`src/rtl/yrd_pkg.sv`:
```
`timescale 1ns / 1ps

package yrd_pkg;

    // most class scores a row may carry
    localparam int MAX_CLASSES = 128;

    localparam int BOX_FIELDS = 4;
    localparam int V5_HEADER  = 5;
    localparam int FIFO_DEPTH = 4;

    localparam int CFG_IDX_W  = 3;
    localparam int CFG_DATA_W = 17;

    // register indexes
    localparam logic [CFG_IDX_W-1:0] REG_MODE        = 3'd0;
    localparam logic [CFG_IDX_W-1:0] REG_CONF_THRESH = 3'd1;
    localparam logic [CFG_IDX_W-1:0] REG_SCORE_THRESH = 3'd2;
    localparam logic [CFG_IDX_W-1:0] REG_X_SCALE     = 3'd3;
    localparam logic [CFG_IDX_W-1:0] REG_Y_SCALE     = 3'd4;
    localparam logic [CFG_IDX_W-1:0] REG_CLASS_COUNT = 3'd5;

    // one kept row, handed from the front end to the box arithmetic
    typedef struct packed {
        logic [6:0]         label;
        logic signed [31:0] confidence;
        logic signed [31:0] x;
        logic signed [31:0] y;
        logic signed [31:0] w;
        logic signed [31:0] h;
    } yrd_row_t;

endpackage

```
`src/rtl/yrd_fifo.sv`:
```
`timescale 1ns / 1ps

module yrd_fifo (
    input  logic              clk,
    input  logic              rst_n,
    input  logic              push,
    input  yrd_pkg::yrd_row_t push_row,
    input  logic              pop,
    output yrd_pkg::yrd_row_t pop_row,
    output logic              full,
    output logic              empty
);
    import yrd_pkg::*;

    localparam int PTR_W = $clog2(FIFO_DEPTH);
    localparam int CNT_W = $clog2(FIFO_DEPTH + 1);

    yrd_row_t           mem [FIFO_DEPTH];
    logic [PTR_W-1:0]   wr_ptr_reg;
    logic [PTR_W-1:0]   rd_ptr_reg;
    logic [CNT_W-1:0]   count_reg, count_next;

    assign full    = count_reg == CNT_W'(FIFO_DEPTH);
    assign empty   = count_reg == '0;
    assign pop_row = mem[rd_ptr_reg];

    always_comb
    begin
        count_next = count_reg;
        if (push && !pop)
        begin
            count_next = count_reg + 1'b1;
        end
        else if (pop && !push)
        begin
            count_next = count_reg - 1'b1;
        end
    end

    always_ff @(posedge clk or negedge rst_n)
    begin
        if (!rst_n)
        begin
            wr_ptr_reg <= '0;
            rd_ptr_reg <= '0;
            count_reg  <= '0;
        end
        else
        begin
            if (push)
            begin
                wr_ptr_reg <= wr_ptr_reg + 1'b1;
            end
            if (pop)
            begin
                rd_ptr_reg <= rd_ptr_reg + 1'b1;
            end
            count_reg <= count_next;
        end
    end

    always_ff @(posedge clk)
    begin
        if (push)
        begin
            mem[wr_ptr_reg] <= push_row;
        end
    end

`ifndef SYNTHESIS
    a_count_bound: assert property (@(posedge clk) disable iff (!rst_n)
        count_reg <= CNT_W'(FIFO_DEPTH))
        else $error("fifo count beyond depth");

    a_no_push_full: assert property (@(posedge clk) disable iff (!rst_n)
        full |-> !push)
        else $error("push into full fifo");

    a_no_pop_empty: assert property (@(posedge clk) disable iff (!rst_n)
        empty |-> !pop)
        else $error("pop from empty fifo");

    a_count_step: assert property (@(posedge clk) disable iff (!rst_n)
        (push && !pop) |=> (count_reg == $past(count_reg) + 1'b1))
        else $error("fifo count did not track push");
`endif

endmodule

```
`config.mk`:
```
export PLATFORM = sky130hd
export DESIGN_NAME = yrd_fifo
export DESIGN_NICKNAME = d
export VERILOG_FILES = /design/src/rtl/yrd_pkg.sv /design/src/rtl/yrd_fifo.sv
export SDC_FILE = /design/constraint.sdc
export NUM_CORES = 1
export LEC_CHECK = 0
export ABC_AREA = 1
export CAP_MARGIN = 20
export CORE_UTILIZATION = 63
export DETAILED_ROUTE_END_ITERATION = 6
export DONT_BUFFER_PORTS = 1
export PLACE_DENSITY = 0.89
export SETUP_SLACK_MARGIN = 0.2
export SLEW_MARGIN = 15
export SYNTH_ARGS = -nofsm -noshare
export SYNTH_HDL_FRONTEND = slang
export SYNTH_SLANG_ARGS = --single-unit
```
`constraint.sdc`:
```
create_clock -name clk -period 6.29 [get_ports clk]
set_input_delay 1.258 -clock clk [delete_from_list [all_inputs] [get_ports clk]]
set_output_delay 1.258 -clock clk [all_outputs]
set_load 0.05 [all_outputs]
```
-- Word level (Yosys, flattened, before mapping)
Memories as Yosys holds them, arrays and structs flattened.
Index checks and enable logic that the tools add are counted.
- memories kept: 1
- bits in writable memories: 668
- logic and storage cells: 19
- bits in registers: 7
- memories (memory ; depth ; width ; rd ports ; clocked after memory_dff ; wr ports ; RTL line ; source):
    mem ; 4 ; 167 ; 1 ; 0 ; 1 ; yrd_fifo.sv:18 ; yrd_row_t mem [FIFO_DEPTH];
- equal/unequal tests: 1
- reductions and logical operators: 6
- add/subtract/negate cells: 4
- mux-type cells: 4
- operators with widths (cell ; count):
    3-bit two-way mux ; 2
    2-bit by 1-bit adder with 2-bit output (second input constant) ; 2
    3-bit by 1-bit adder with 3-bit output (second input constant) ; 1
    3-bit equality test (second input constant) ; 1
    3-bit logical NOT ; 1
    3-bit by 1-bit subtractor with 3-bit output (second input constant) ; 1
    1-bit logical AND ; 2
    1-bit logical NOT ; 2
    1-bit two-way mux ; 2
    2-bit nonzero test ; 1

-- Longest topological paths before layout
- depth in word-level cells: 4
- depth in mapped cells: 9
- depth with buffers taken out: 9

-- Worst setup path before layout
Ideal clock, no wire load.
- kind: input-to-reg
- start: in push
- end: mem mem[0][0] in the netlist's numbering, enable pin
- arrival time: 4777 ps
- stages: 3
- setup time: 520 ps
- setup slack: 993 ps
- buffers on the path: 1
- cells stage by stage: clkbuf_1 -> nand2_1 -> inv_1
- longest elaborated chain between the ends: 2
- ends and longest elaborated chain (what ; RTL line ; source):
    from (decl) ; yrd_fifo.sv:6 ; input logic push,
    1-bit two-way mux ; yrd_fifo.sv:64 ; if (push)
    1-bit two-way mux (not written as such) ; yrd_fifo.sv:66 ; mem[wr_ptr_reg] <= push_row;
    to (decl) ; yrd_fifo.sv:18 ;
No other way between the ends.

==> flow_summary.yaml <==
clock_network:
  clockBufferDepth: 3
  clk_latency_ns: 0.61
  cts-root-buf: "clkbuf_16"
  cts.htree.levels: 2
  cts_hold_buf: 0
  path_clk_slew_ns: 0.07
  post_cts.repair.setup_buffers: 0
  cts_tree: "done"
  cts.sinks: 675
  ctsResizeCount: 0
  cts_buffers: 61
global_routing:
  grt_pass1_vias: 15040
  grt_pass1_wl_um: 84890
  grt_max_degree: 181
  overflow: 0
  antenna_found_initial: 0
  gr-usage-all-layers_pct: 25.62
logic_synthesis:
  synth_nets: 2174
  yosysSeqAreaShare_pct: 75.27
  synth_area_leaders: "edfxtp_1, o211ai_1, nand2_1"
  syn_avg_cell_area_um2: 13.46
  synthMostInstantiatedCell: "edfxtp_1"
  synthesis.area_mm2: 0.02688
  yosysWarnings: 0
  yosys-top-cells-count: "edfxtp_1, nand2_1, inv_1, o211ai_1, buf_2"
  synth_ff_type: "edfxtp_1"
  ys_types: 19
  synth-seq-cells: 675
  async_reset_ff_share_pct: 1.037
  syn_inst: 1997
  synth_edf_count: 668
  synth_top_cell_by_area: "edfxtp_1"
  netlist.area_leader.share_pct: 74.62
timing:
  hold_viol: 0
  rsz0062_at_grt: "no"
  fin_ws_ns: 1.755
  fin_setup_tns_ns: 0
  worst_slew_pin_slew_ns: 1.092
  fin_crit_sh_pct: 72.10
  drv_slew: 0
  maxSlewHeadroom_pct: 27.22
  clock_skew_ns: 0.02172
  setup_violations: 0
  fmax_ghz: 0.2205
  min_period_ns: 4.535
die:
  ioPinCount: 340
  die_h_um: 208.6
  start_util_pct: 63.95
  core_mm2: 0.04204
  dieArea_mm2: 0.04350
  fp-row-count: 75
  die_w_um: 208.6
route:
  totalWireLength_um: 56310
  vias: 15280
  avgRoutedWirePerCell_um: 22.07
  antenna_left: 0
  via_per_inst: 5.990
  drt_iter0_drc: 1815
  first_pass_iters: 5
  drcViolationCount: 0
setup_path:
  critical_path.cell_chain: "inv_6 -> buf_4 -> o211ai_1 -> nand2_1"
  critical_path_buf_inv_count: 2
  max_stage_delay_ns: 0.76
  setup.worst_path.end_class: "primary output"
  crit_family: "buffers and inverters"
  startpoint_type: "flop"
  crit_fanout: 102
  arrival_ns: 3.28
  worst_path_max_delay_cell: "inv_6"
  ff2ff_setup_slack_ns: 3.61
  worstPathRequired_ns: 5.03
  crit_type: "flop to primary output"
min_path:
  worstHoldPathType: "primary input to asynchronous set/reset pin"
final_layout:
  synthToLayoutAreaGrowth_pct: 7.698
  antennaDiodeCount: 0
  drive_above_1_share_pct: 5.765
  largest_reg_flops: 668
  fin_nets: 2140
  fillCellCount: 2439
place:
  port_buffers: 0
  globalplace.congestion: 0.9017
  hpwlAfterDp_um: 32390
  post-place-ws_ns: 2.468
job:
  drv_cap: 0
outcome:
  status: "finished clean"
[worst register-to-register path, cell delays in order, from the launching register on]
cell	delay, ns
dfrtp_1	0.40
inv_1	0.11
ha_1	0.18
nand2_1	0.11
inv_6	0.67
buf_4	0.78
[logic make-up after synthesis]
| family | share of synthesized area (%) |
|---|---|
| XOR/XNOR | 0.1303 |
| flip-flops | 75.27 |
| AND/OR/NAND/NOR | 7.256 |
| buffers and inverters | 7.544 |
| adder cells (fa/ha/maj) | 0.3072 |
| AO/OA/AOI/OAI | 9.495 |
[final cells by class]
cell class	instances	area (um2)	area share (%)
Clock buffer	82	1688	5.830
Clock inverter	30	198.9	0.6871
Inverter	346	1324	4.572
Multi-Input combinational cell	863	4631	15.99
Sequential cell	675	20240	69.91
Tap cell	539	674.4	2.329
Timing Repair Buffer	16	195.2	0.6742
[through the flow]
step	instance area, um2	utilization, %	std cells	hold WS [ns]
finish	28950	68.87	2551	0.3339
global route	28950	68.87	2551	0.3055
CTS	28950	68.87	2551	0.2998
detailed placement	27070	64.38	2439	0.5105
global placement	27070	64.38	2439	0.4965
floorplan	26880	-	1997	0.4634
[worst paths after layout]
| path | from | end | depth (start not counted) |
|---|---|---|---|
| max | rd_ptr_reg[1]$_DFFE_PN0P_ | pop_row[52] | 4 |
| min | rst_n | count_reg[0]$_DFFE_PN0P_ | 0 |
| max reg2reg | wr_ptr_reg[1]$_DFFE_PN0P_ | mem[1][104]$_DFFE_PP_ | 5 |
| min reg2reg | count_reg[2]$_DFFE_PN0P_ | count_reg[2]$_DFFE_PN0P_ | 2 |
| max in group asynchronous | rst_n | rd_ptr_reg[0]$_DFFE_PN0P_ | 0 |
| min in group clk | count_reg[2]$_DFFE_PN0P_ | count_reg[2]$_DFFE_PN0P_ | 2 |
[cell usage in the layout, fill, tap and decap left out, drive strengths merged, types with 2 or more instances in the layout]
cell type    n
bufinv       2
nand2      514
nor3         2
clkinv      23
xor2         3
inv        349
buf         16
ha           5
o211ai     334
edfxtp     668
dfrtp        7
clkbuf      82
clkinvlp     2
[metal layers]
metal  up-vias  track usage (%)  part of all wire (%)
li1       6875                -                     -
met1      7374            32.66                    36
met2       935            42.04                    50
met3        97            8.191                    12
met4         0            8.392                   2.2
met5         -                0                     0
Power is not shown: default switching activity piles up to over one toggle a cycle in this logic, so the estimate is an artifact.
