===== src/rtl/yrd_pkg.sv =====
`timescale 1ns / 1ps

package yrd_pkg;

    // most class scores a row may carry
    localparam int MAX_CLASSES = 128;

    localparam int BOX_FIELDS = 4;
    localparam int V5_HEADER  = 5;
    localparam int FIFO_DEPTH = 4;

    localparam int CFG_IDX_W  = 3;
    localparam int CFG_DATA_W = 17;

    // register indexes
    localparam logic [CFG_IDX_W-1:0] REG_MODE        = 3'd0;
    localparam logic [CFG_IDX_W-1:0] REG_CONF_THRESH = 3'd1;
    localparam logic [CFG_IDX_W-1:0] REG_SCORE_THRESH = 3'd2;
    localparam logic [CFG_IDX_W-1:0] REG_X_SCALE     = 3'd3;
    localparam logic [CFG_IDX_W-1:0] REG_Y_SCALE     = 3'd4;
    localparam logic [CFG_IDX_W-1:0] REG_CLASS_COUNT = 3'd5;

    // one kept row, handed from the front end to the box arithmetic
    typedef struct packed {
        logic [6:0]         label;
        logic signed [31:0] confidence;
        logic signed [31:0] x;
        logic signed [31:0] y;
        logic signed [31:0] w;
        logic signed [31:0] h;
    } yrd_row_t;

endpackage


===== src/rtl/yrd_front.sv =====
`timescale 1ns / 1ps

module yrd_front (
    input  logic               clk,
    input  logic               rst_n,
    input  logic               in_valid,
    output logic               in_ready,
    input  logic signed [31:0] value,
    input  logic               row_end,
    input  logic               mode,
    input  logic [16:0]        confidence_threshold,
    input  logic [16:0]        score_threshold,
    input  logic [7:0]         class_count,
    input  logic               fifo_full,
    output logic               push,
    output yrd_pkg::yrd_row_t  push_row
);
    import yrd_pkg::*;

    localparam logic [8:0] MAX_CLS9 = (MAX_CLASSES > 255) ? 9'd256 : 9'(MAX_CLASSES);
    localparam logic [7:0] INDEX_MAX = 8'd255;

    logic [7:0]         idx_reg, idx_next;
    logic               seen_reg, seen_next;
    logic signed [31:0] box_reg [BOX_FIELDS];
    logic signed [31:0] obj_reg, obj_next;
    logic signed [31:0] best_reg, best_next;
    logic [6:0]         cls_reg, cls_next;

    logic               accept;
    logic [7:0]         base;
    logic [7:0]         rel;
    logic [8:0]         cnt;
    logic               is_cls;
    logic               upd;
    logic               keep;
    logic signed [31:0] thr_c;
    logic signed [31:0] thr_s;
    logic signed [31:0] box_now [BOX_FIELDS];

    assign in_ready = !fifo_full;
    assign accept   = in_valid && in_ready;

    assign base   = mode ? 8'(V5_HEADER) : 8'(BOX_FIELDS);
    assign rel    = idx_reg - base;
    assign cnt    = ({1'b0, class_count} < MAX_CLS9) ? {1'b0, class_count} : MAX_CLS9;
    assign is_cls = (idx_reg >= base) && (idx_reg != INDEX_MAX) && ({1'b0, rel} < cnt);
    // first score of a row always wins, later ones only when strictly larger
    assign upd    = is_cls && (!seen_reg || (value > best_reg));

    assign best_next = upd ? value : best_reg;
    assign cls_next  = upd ? rel[6:0] : cls_reg;
    assign seen_next = seen_reg || is_cls;
    assign obj_next  = (idx_reg == 8'(BOX_FIELDS)) ? value : obj_reg;

    always_comb
    begin
        for (int i = 0; i < BOX_FIELDS; i++)
        begin
            box_now[i] = (idx_reg == 8'(i)) ? value : box_reg[i];
        end
    end

    assign thr_c = $signed({15'd0, confidence_threshold});
    assign thr_s = $signed({15'd0, score_threshold});

    always_comb
    begin
        if (!seen_next)
        begin
            keep = 1'b0;
        end
        else if (mode)
        begin
            keep = (obj_next >= thr_c) && (best_next > thr_s);
        end
        else
        begin
            keep = best_next > thr_c;
        end
    end

    assign push                = accept && row_end && keep;
    assign push_row.label      = cls_next;
    assign push_row.confidence = mode ? obj_next : best_next;
    assign push_row.x          = box_now[0];
    assign push_row.y          = box_now[1];
    assign push_row.w          = box_now[2];
    assign push_row.h          = box_now[3];

    always_comb
    begin
        if (row_end)
        begin
            idx_next = 8'd0;
        end
        else if (idx_reg != INDEX_MAX)
        begin
            idx_next = idx_reg + 8'd1;
        end
        else
        begin
            idx_next = idx_reg;
        end
    end

    always_ff @(posedge clk or negedge rst_n)
    begin
        if (!rst_n)
        begin
            idx_reg  <= 8'd0;
            seen_reg <= 1'b0;
        end
        else if (accept)
        begin
            idx_reg  <= idx_next;
            seen_reg <= row_end ? 1'b0 : seen_next;
        end
    end

    always_ff @(posedge clk)
    begin
        if (accept)
        begin
            if (idx_reg < 8'(BOX_FIELDS))
            begin
                box_reg[idx_reg[1:0]] <= value;
            end
            obj_reg  <= obj_next;
            best_reg <= best_next;
            cls_reg  <= cls_next;
        end
    end

endmodule


===== config.mk =====
export PLATFORM = sky130hd
export DESIGN_NAME = yrd_front
export DESIGN_NICKNAME = d
export VERILOG_FILES = /design/src/rtl/yrd_pkg.sv /design/src/rtl/yrd_front.sv
export SDC_FILE = /design/constraint.sdc
export NUM_CORES = 1
export LEC_CHECK = 0
export BUFFER_PORTS_ARGS = -buffer_cell sky130_fd_sc_hd__buf_2
export CORE_MARGIN = 2
export CORE_UTILIZATION = 50
export DETAILED_ROUTE_END_ITERATION = 8
export PLACE_DENSITY = 0.71
export REMOVE_ABC_BUFFERS = 1
export SLEW_MARGIN = 10
export SYNTH_ARGS = -nofsm -noshare
export SYNTH_HDL_FRONTEND = slang
export SYNTH_SLANG_ARGS = --single-unit

===== constraint.sdc =====
create_clock -name clk -period 9.6 [get_ports clk]
set_clock_uncertainty 0.1 [all_clocks]
set_input_delay 0.96 -clock clk [delete_from_list [all_inputs] [get_ports clk]]
set_output_delay 0.96 -clock clk [all_outputs]
set_load 0.05 [all_outputs]

; ---- Word level (Yosys, flattened, before mapping)
; Memories as Yosys holds them, arrays and structs flattened.
; Cells that the tools add are included.
[totals]
regBits = 80
ramBits = 128
input_bits = 80
out_inout_bits = 169
mem_count = 1
[op_classes]
n_addsub = 2
n_lt_le_gt_ge = 8
eq_ne = 5
muxes = 18
n_reduce_logical = 14
[memory_table]
columns = name, depth, word_bits, read_ports, rd_clocked_by_memory_dff, write_ports, line
row1 = box_reg, 4, 32, 4, 0, 1, yrd_front.sv:25  ; logic signed [31:0] box_reg [BOX_FIELDS];
[ops]
columns = op, count
row1 = $mux W32, 7
row2 = $gt A32 B18 Y1, 2
row3 = $ge A32 B18 Y1, 1
row4 = $gt A32 B32 Y1, 1
row5 = $mux W8, 3
row6 = $eq A8 B2 Y1 const B, 2
row7 = $add A8 B1 Y8 const B, 1
row8 = $eq A8 B1 Y1 const B, 1
row9 = $eq A8 B3 Y1 const B, 1
row10 = $ge A8 B3 Y1, 1
row11 = $logic_not A8 Y1, 1
row12 = $lt A8 B3 Y1 const B, 1
row13 = $lt A8 B8 Y1, 1
row14 = $lt A8 B8 Y1 const B, 1
row15 = $ne A8 B8 Y1 const B, 1
row16 = $sub A8 B3 Y8, 1
row17 = $logic_and A1 B1 Y1, 7
row18 = $mux W1, 7
row19 = $mux W7, 1
row20 = $logic_not A1 Y1, 2
row21 = $logic_or A1 B1 Y1, 2
row22 = $reduce_and A2 Y1, 1
row23 = $reduce_bool A2 Y1, 1

; ---- Logic depth before layout (Yosys ltp)
[logic_depth]
ltp_word = 11
ltp_mapped = 25
depth_no_buf = 24

; ---- Worst setup path after synthesis
; OpenSTA, ideal clock, no wires.
[synth_timing]
path_type = input port to output port
startpoint = input port mode
endpoint = output port push
arrival_time_ns = 5.289
t_required_ns = 8.540
slack_ns = 3.251
stages = 24
n_path_buf = 1
path_cell_list = ha_1 -> inv_1 -> o21ai_0 -> nand2_1 -> nor3_1 -> xor2_1 -> ha_1 -> nand4_1 -> or3b_1 -> and4b_4 -> o221a_2 -> a22o_4 -> buf_2 -> mux2_2 -> ha_1 -> nor2b_1 -> nor3_1 -> o21bai_1 -> a211oi_1 -> o21ai_0 -> a221oi_1 -> a21o_1 -> a2111oi_1 -> a21o_1
[synth_between]
elab_chain_len = 11
[synth_lines]
columns = item, line
row1 = start: declaration, yrd_front.sv:10  ; input logic mode,
row2 = $mux W1 (*), yrd_front.sv:44  ; assign base = mode ? 8'(V5_HEADER) : 8'(BOX_FIELDS);
row3 = $sub A8 B3 Y8 or $ge A8 B3 Y1 (tied branches), "yrd_front.sv:45, yrd_front.sv:47"
row4 = $lt A8 B8 Y1 or $logic_and A1 B1 Y1 (tied branches), yrd_front.sv:47  ; assign is_cls = (idx_reg >= base) && (idx_reg != INDEX_MAX) && ({1'b0, rel} < cnt);
row5 = $logic_and A1 B1 Y1 (*), yrd_front.sv:47
row6 = $logic_and A1 B1 Y1 (*), yrd_front.sv:49  ; assign upd = is_cls && (!seen_reg || (value > best_reg));
row7 = $mux W32 (*), yrd_front.sv:51  ; assign best_next = upd ? value : best_reg;
row8 = named net best_next[1], yrd_front.sv:27  ; logic signed [31:0] best_reg, best_next;
row9 = $gt A32 B18 Y1, yrd_front.sv:75  ; keep = (obj_next >= thr_c) && (best_next > thr_s);
row10 = $logic_and A1 B1 Y1, yrd_front.sv:75
row11 = $mux W1 (*), yrd_front.sv:73  ; else if (mode)
row12 = $mux W1 (*), yrd_front.sv:69  ; if (!seen_next)
row13 = $logic_and A1 B1 Y1 (*), yrd_front.sv:83  ; assign push = accept && row_end && keep;
row14 = end: declaration, yrd_front.sv:15  ; output logic push,
; Mark *: on every way through the listed nets, which the timed path passes. The rest lies on a longest branch.

; ---- Worst setup path after layout
[layout_timing]
startpoint = register idx_reg[0]
endpoint = output port push
[layout_between]
elab_chain_len = 10
[layout_lines]
columns = item, line
row1 = start: declaration, yrd_front.sv:23  ; logic [7:0] idx_reg, idx_next;
row2 = start signal: assignment, yrd_front.sv:116  ; idx_reg <= idx_next;
row3 = $sub A8 B3 Y8 (tied with other cells), yrd_front.sv:45  ; assign rel = idx_reg - base;
row4 = $lt A8 B8 Y1 or $logic_and A1 B1 Y1 (tied branches), yrd_front.sv:47
row5 = $logic_and A1 B1 Y1 (*), yrd_front.sv:47
row6 = $logic_and A1 B1 Y1 (*), yrd_front.sv:49
row7 = $mux W32 (*), yrd_front.sv:51
row8 = named net best_next[1], yrd_front.sv:27
row9 = $gt A32 B18 Y1, yrd_front.sv:75
row10 = $logic_and A1 B1 Y1, yrd_front.sv:75
row11 = $mux W1 (*), yrd_front.sv:73
row12 = $mux W1 (*), yrd_front.sv:69
row13 = $logic_and A1 B1 Y1 (*), yrd_front.sv:83
; Marked as above.

==> metrics.txt <==
DRC Markers=0; remaining antenna violation count=0; first-pass GRT wire length=46.25 mm; initial antenna violation count=0; max reg flops=128; worst vdd ir=around 120 uV; Setup TNS=0 ns; post-synth top area cell=edfxtp_1; setup bufs post-CTS=0; Yosys top cell area share=0.5098; Setup crit end=push; clock tree sinks=around 210; Crit Path Category=flop to output port; Iter 0 DRT Violations=590; mapped cell area=11720 um2; largest net degree at the start of global routing=54; FF-to-FF End=best_reg[0]; die width=157.1 um; CTS max path bufs=3; setup violators final=0; top-count cell post-synth=edfxtp_1; Pre-antenna DRT Iters=5; Ys Warns=0; GRT overflow=0; reg2reg setup slack=approximately 5.4 ns; CTS clk-pin slew, worst paths=0.06 ns; drt total wl=30.60 mm; Synth Register Bits=208; root buf cell=clkbuf_16; fin nets=1361; Seq/Total Area, Yosys=0.5290; RSZ-0062 raised after global routing=no; synth top area cells=edfxtp_1 51%, mux2_2 18%, ha_1 10%; total core area=roughly 23000 um2; worst-path fanout max=41; fmax=roughly 0.13 GHz; n_diodes=0; Worst Tran Pin Value=1.171 ns; vias in the first global route=around 8200; status=finished, final reports clean; asr flop ratio synth=0.04327; DIE HEIGHT=157.1 um; post-CTS sizing=0; Slew HR=0.2172; Required @ worst endpoint=8.54 ns; # rows=56; DP HPWL=roughly 21 mm; startpoint types=flop; final hold vios=0; Distinct cells, synth=48; Pwr per Cell Area=194.4 nW/um2; Post-synth EDFFs=199; CTS buffer count=24; CP endpoint kind=output port; share of layout cells above drive strength 1=0.4101; slowest stage cell, crit path=a22o_4; IO Count=approximately 250; die area=24690 um2; max incr delay on CP=~0.5 ns; vias per inst=5.528; gp weighted congestion=0.8730; Hold Path Class=input pin to asynchronous set/reset pin; post-synthesis cell count=937; max cap viols=0; Max Transition Viols Final=0; H-tree depth=1; Initial Util=0.5039; hold buffer count at cts=0; Leak Pwr=5.831 nW; routed vias=approximately 8400; post-layout min period=7.418 ns; fill count=between 1500 and 2000; Routed WL per cell=20.12 um; commonest register cell after synthesis=edfxtp_1; I/O Buffers=approximately 250; Avg Inst Size Synth=12.51 um2; gr usage total=0.2423; cell count of the worst reg-to-reg path=15; Area Growth Syn to Fin=20.25%; CTS tree=done; Critical Path AT=6.36 ns; reg-to-reg startpoint=idx_reg[0]; Worst-Skew Late Latency=0.52 ns; total power=0.002740 W; Final period util=0.7727; worst setup path start=idx_reg[0]; most instantiated cells after synthesis=199 x edfxtp_1, 191 x mux2_2, 116 x nor2_1, 96 x ha_1, 80 x inv_1
worst max-delay path: cells and delay by family, from the launching register on:
kind / cells / cell delay (ns)
buf+inv: 3 / 0.50
xor+xnor: 1 / 0.16
simple gates: 5 / 0.68
flops: 1 / 0.43
compound gates: 12 / 2.77
fa+ha+maj: 3 / 0.84
mux: 1 / 0.45
logic make-up after synthesis:
kind of cell    synth area share
simple gates             0.08592
flops                     0.5290
mux                       0.1882
buf+inv                  0.03597
compound gates           0.05102
fa+ha+maj                 0.1025
xor+xnor                0.007472
per-stage QoR:
step | cells | area (um2) | utilization | hold WS (ns) | setup WS, ns
4_1_cts | 1521 | 14100 | 0.6060 | 0.1753 | 2.207
2_1_floorplan | 907 | 11600 | - | 0.4103 | 3.256
5_1_grt | 1521 | 14100 | 0.6060 | 0.1892 | 1.696
6_report | 1521 | 14100 | 0.6060 | 0.1888 | 2.182
3_3_place_gp | 1478 | 13310 | 0.5722 | 0.4485 | 2.484
3_5_place_dp | 1478 | 13310 | 0.5722 | 0.4526 | 2.305
cell type report:
cell class / count / area, um2 / area share
well taps: 319 / 399.1 / 0.02832
flip-flops and latches: 208 / 6201 / 0.4399
clock buffers: 34 / 648.1 / 0.04598
multi-input cells: 619 / 5140 / 0.3646
clock inverters: 9 / 136.4 / 0.009675
repair buffers: 252 / 1271 / 0.09018
inverters: 80 / 300.3 / 0.02130
power by group:
group	switching (W)	total, W	internal (W)
logic	0.000540	0.000765	0.000224
clock network	0.000366	0.000920	0.000553
registers	0.0000147	0.00106	0.00104
total	0.000921	0.00274	0.00182
placed cells by master (no fill, tap or decap), types with 7 or more instances in the layout:
cell type,netlist,layout
a21oi_1,32,32
nor2_1,116,112
clkbuf_1,22,9
nand4_1,21,21
dfrtp_1,9,9
nor3_1,9,9
nor4_1,14,14
xor2_1,8,8
nor2b_1,7,7
inv_1,80,79
clkbuf_16,0,24
edfxtp_1,199,199
ha_1,96,96
nand2_1,35,31
mux2_2,191,191
buf_2,7,248
o21ai_0,33,33
worst min-delay path by stage:
stage	cells after the start	endpoint	slack, ns
floorplan	2	seen_reg	0.41
global placement	1	obj_reg[31]	0.45
detailed placement	1	obj_reg[31]	0.45
CTS	1	idx_reg[4]	0.18
global route	1	idx_reg[7]	0.19
finish	1	idx_reg[0]	0.19
per-layer routing:
metal,global-route usage,vias to the layer above,wire [um]
met4,0.06580,0,582
met1,0.3443,4083,14160
met3,0.03497,41,1806
li1,-,3986,-
met5,0,-,0
met2,0.3910,298,14050
(Power assumes the default switching activity.)
